**config.mk**
```make
export PLATFORM = sky130hd
export DESIGN_NAME = nidat_ctrl
export DESIGN_NICKNAME = d
export VERILOG_FILES = /design/src/rtl/core/nidat_pkg.sv /design/src/rtl/core/nidat_ctrl.sv
export SDC_FILE = /design/constraint.sdc
export NUM_CORES = 1
export LEC_CHECK = 0
export BUFFER_PORTS_ARGS = -buffer_cell sky130_fd_sc_hd__buf_2
export CORE_AREA = 2 2 39 41
export CTS_CLUSTER_SIZE = 16
export DETAILED_ROUTE_END_ITERATION = 10
export DIE_AREA = 0 0 41 43
export SLEW_MARGIN = 10
export SYNTH_ARGS = -nofsm -noshare
export SYNTH_HDL_FRONTEND = slang
export SYNTH_SLANG_ARGS = --single-unit
```
**constraint.sdc**
```tcl
create_clock -name clk_i -period 1.5 [get_ports clk_i]
set_input_delay 0.3 -clock clk_i [delete_from_list [all_inputs] [get_ports clk_i]]
set_output_delay 0.3 -clock clk_i [all_outputs]
set_load 0.05 [all_outputs]
```
**src/rtl/core/nidat_pkg.sv**
```systemverilog
`default_nettype none

package nidat_pkg;

  // Field widths fixed by the message format.
  localparam int unsigned ID_W      = 7;
  localparam int unsigned UID_W     = 64;
  localparam int unsigned HASH_W    = 48;
  localparam int unsigned UID_BYTES = 16;

  // Default highest node ID kept in the table.
  localparam int unsigned MAX_ID_DEF = 125;

  // 64-bit FNV-1a offset basis. The prime is 2^40 + 0x1b3 and is applied as shifts.
  localparam logic [63:0] FNV_BASIS = 64'hcbf29ce484222325;

  typedef enum logic {
    OP_ALLOC = 1'b0,
    OP_INFO  = 1'b1
  } op_e;

  typedef enum logic [1:0] {
    ST_OK      = 2'd0,
    ST_DUP     = 2'd1,
    ST_FAIL    = 2'd2,
    ST_IGNORED = 2'd3
  } status_e;

  typedef struct packed {
    op_e              operation;
    logic [ID_W-1:0]  node_id;
    logic [UID_W-1:0] uid_low;
    logic [UID_W-1:0] uid_high;
  } in_item_t;

  typedef struct packed {
    logic [ID_W-1:0] result_id;
    status_e         status;
  } out_item_t;

  // Commands from the controller to the datapath.
  typedef struct packed {
    logic load;
    logic scan_run;
    logic free_run;
    logic commit;
  } dp_cmd_t;

  // Status from the datapath to the controller.
  typedef struct packed {
    logic hash_done;
    logic scan_done;
    logic need_free;
    logic free_done;
    logic out_free;
  } dp_sts_t;

endpackage

`default_nettype wire

```
**src/rtl/core/nidat_ctrl.sv**
```systemverilog
`default_nettype none

module nidat_ctrl import nidat_pkg::*; (
  input  wire logic    clk_i,
  input  wire logic    rst_ni,
  input  wire logic    in_valid_i,
  output logic         in_stall_o,
  output dp_cmd_t      cmd_o,
  input  wire dp_sts_t sts_i
);

  typedef enum logic [4:0] {
    S_IDLE   = 5'b00001,
    S_HASH   = 5'b00010,
    S_SCAN   = 5'b00100,
    S_FREE   = 5'b01000,
    S_COMMIT = 5'b10000
  } state_e;

  state_e state_q, state_d;

  // Sequencing: hash, lookup scan, optional free search, then commit.
  always_comb begin
    state_d = state_q;
    cmd_o   = '0;
    unique case (state_q)
      S_IDLE: begin
        if (in_valid_i) begin
          cmd_o.load = 1'b1;
          state_d    = S_HASH;
        end
      end
      S_HASH: begin
        if (sts_i.hash_done) begin
          state_d = S_SCAN;
        end
      end
      S_SCAN: begin
        cmd_o.scan_run = 1'b1;
        if (sts_i.scan_done) begin
          state_d = sts_i.need_free ? S_FREE : S_COMMIT;
        end
      end
      S_FREE: begin
        cmd_o.free_run = 1'b1;
        if (sts_i.free_done) begin
          state_d = S_COMMIT;
        end
      end
      S_COMMIT: begin
        cmd_o.commit = 1'b1;
        if (sts_i.out_free) begin
          state_d = S_IDLE;
        end
      end
      default: begin
        state_d = S_IDLE;
      end
    endcase
  end

  always_ff @(posedge clk_i or negedge rst_ni) begin
    if (!rst_ni) begin
      state_q <= S_IDLE;
    end else begin
      state_q <= state_d;
    end
  end

  assign in_stall_o = (state_q != S_IDLE);

  // A transaction taken in idle starts the hash in the next cycle.
  a_load_busy: assert property (@(posedge clk_i) disable iff (!rst_ni)
    cmd_o.load |=> in_stall_o && state_q == S_HASH)
    else $error("block not busy after taking a transaction");

  // The free search follows only a scan that needs it.
  a_free_entry: assert property (@(posedge clk_i) disable iff (!rst_ni)
    state_q == S_SCAN && state_d == S_FREE |-> sts_i.scan_done && sts_i.need_free)
    else $error("free search entered without a failed allocate lookup");

endmodule

`default_nettype wire

```
==> flow_summary.toml <==
[final_layout]
antenna_cells = 0
nets = 79
nFillCells = 132
top_regs = "state_q (5)"
largest_reg_flops = 5
drive_gt1_frac = 0.657
design_area_um2 = 693
multi_input_area_um2 = 279
regMostFlops = "state_q"
final_util = 0.501
finalNonFillerCells = 86
seqCellArea_um2 = 128
syn_to_final_growth_pct = 92.4

[sta]
finalHoldViolations = 0
rsz0062_at_grt = "yes"
setup_ws_ps = -352
min_period_ps = 1850
fin_skew_ps = 4.78
whs_ps = 287
clock.fmax_mhz = 540
worst_slew_pin_slew_ps = 277
tns_ps = -1030
slew_viol_final = 0
relSlewSlack = 0.813
post-route-period-util = 1.23
setup_viol = 6

[logic_synthesis]
synth_cell_types = 23
synth_top_family_by_area = "simple AND/OR/NAND/NOR gates"
yosys-top-cells-area = "dfrtp_1 28%, or3_4 9.4%, dfstp_2 7.3%"
ys_ff_latch = 5
synth-edff-count = 0
yosysMostFrequentCell = "nor2_1"
avgSynthCellArea_um2 = 8.79
ys_warn_count = 0
muxShareOfSynthArea = 0
synth-xor-area-share = 0.0243
syn_inst = 41
synth_flop_cell = "dfrtp_1"
yosysTopAreaCell = "dfrtp_1"
synthesis.nets = 49
synthSimpleGateAreaFrac = 0.399
ys_top_cells_by_count = "5 x nor2_1, 4 x dfrtp_1, 4 x nand2_1"
syn_area_um2 = 360
synth_seq_area_share = 0.351
synth.top_cell.area_share = 0.278
synthArstFlopShare = 1.00
synthAdderAreaFrac = 0
synth_compound_area_frac = 0.149

[drt]
vias_per_cell = 4.77
wire_per_inst_um = 11.6
vias = 410
drt_iter0_markers = 17
firstDrtPassIters = 4
finalWirelength_um = 1000
ant_nets = 0
route.detailed.drc = 0

[floorplanning]
num_io_pins = 13
die_height_um = 43
design.core.area_mm2 = 0.00138
dieArea_mm2 = 0.00176
die_w_um = 41
start_util = 0.260
row_count = 14

[grt]
grt.total_usage = 0.158
grt_max_degree = 9
grt_pass1_vias = 435
grt_pass1_wl_um = 1800
antenna_found_initial = 0
grt.overflow.total = 0

[worst_setup_path]
reg2reg_depth = 4
regToRegSetupSlack_ps = -10
critPathArrivalTime_ps = 1550
worst_setup_path_end_kind = "output pin"
critical_path_required_ps = 1200
path_class = "reg -> out"
crit_fanout = 2
start_kind = "flip-flop"
timing.rr.end = "state_q[0]$_DFFE_PN1P_"
reg2reg_from = "state_q[1]$_DFFE_PN0P_"

[pwr]
ir_drop_mv = 1.03
p_leak_nw = 0.300
p_total_mw = 1.08
power.density_mw_per_mm2 = 1550

[place]
placed_area_um2 = 515
finalWeightedCongestion = 0.761
dp.cells = 76
io_buffers = 12
dp_hpwl_um = 729
place_ws_ps = -195

[cts]
cts_buffers = 3
clockBufferDepth = 2
root_buffer = "clkbuf_4"
htreeDepth = 1
clk_pin_slew_worst_paths_ps = 40
cts.sinks = 5
cts_tree = "built"
clk_latency_ps = 240

[run_status]
status = "finished, violations left"
violations = "negative setup slack"

[min_path]
hp-start = "sts_i[3]"
worstHoldPathType = "in -> reg"
min_to = "state_q[2]$_DFFE_PN0P_"
whs_path_depth = 2

[job]
maxCapViolCount = 0
## area by class of cell
type	instances	share of cell area
tap	16	0.0289
multi-input combinational	31	0.403
timing repair buffer	27	0.325
clock buffer	4	0.0379
inverter	3	0.0217
sequential	5	0.184
## routing by layer
layer / GRT usage / wire length, um / vias up
met3: 0.0785 / 46 / 0
met1: 0.192 / 459 / 192
met4: 0.0600 / 0 / 0
li1: - / - / 207
met5: 0 / 0 / -
met2: 0.231 / 494 / 11
## how the worst max path moves through the flow
| stage | endpoint | start | depth (start not counted) | slack (ps) |
|---|---|---|---|---|
| final | cmd_o[2] | state_q[1]$_DFFE_PN0P_ | 4 | -350 |
| after global routing | cmd_o[2] | state_q[1]$_DFFE_PN0P_ | 4 | -420 |
| after CTS | cmd_o[2] | state_q[1]$_DFFE_PN0P_ | 4 | -370 |
| after detailed placement | cmd_o[2] | state_q[1]$_DFFE_PN0P_ | 4 | -200 |
| after global placement | cmd_o[2] | state_q[1]$_DFFE_PN0P_ | 4 | -190 |
| after floorplan | cmd_o[2] | state_q[1]$_DFFE_PN0P_ | 3 | -180 |
## critical path, stage by stage, from the launching register on
cell	delay, ps
dfrtp_2	390
or3_4	360
or3_4	350
clkinvlp_4	80
buf_8	130
## logic make-up (layout without fill, tap and decap cells)
logic type,count (synthesis),in the layout
AOI/OAI and AO/OA,7,7
xor gates and xnor gates,1,1
buffers and inverters,5,34
DFF,5,5
and+or+nand+nor,23,23
## report_power, final
group	internal, mW	leakage, nW	switching, mW
logic	0.358	0.222	0.365
clock network	0.101	0.0150	0.0562
registers	0.178	0.0638	0.0184
## cells in the final DEF, fill, tap and decap left out, types with 2 or more instances in the layout
master    count
nand2_2       2
nor3_4        2
dfrtp_1       3
buf_4        11
nand2b_1      2
inv_1         2
nor2_1        2
nand2_1       2
nor2_4        2
clkbuf_4      3
buf_2         7
or3_4         4
buf_6         6
buf_8         2
## timing repair
action	CTS	global route
buffers inserted	4	1
gates resized for setup	18	8
hold buffers	1	0
pin swaps	5	3
cloned	0	0
endpoints found under the setup margin	6	8
endpoints found under the hold margin	4	0
No activity file was read; power rests on OpenSTA's default activity.
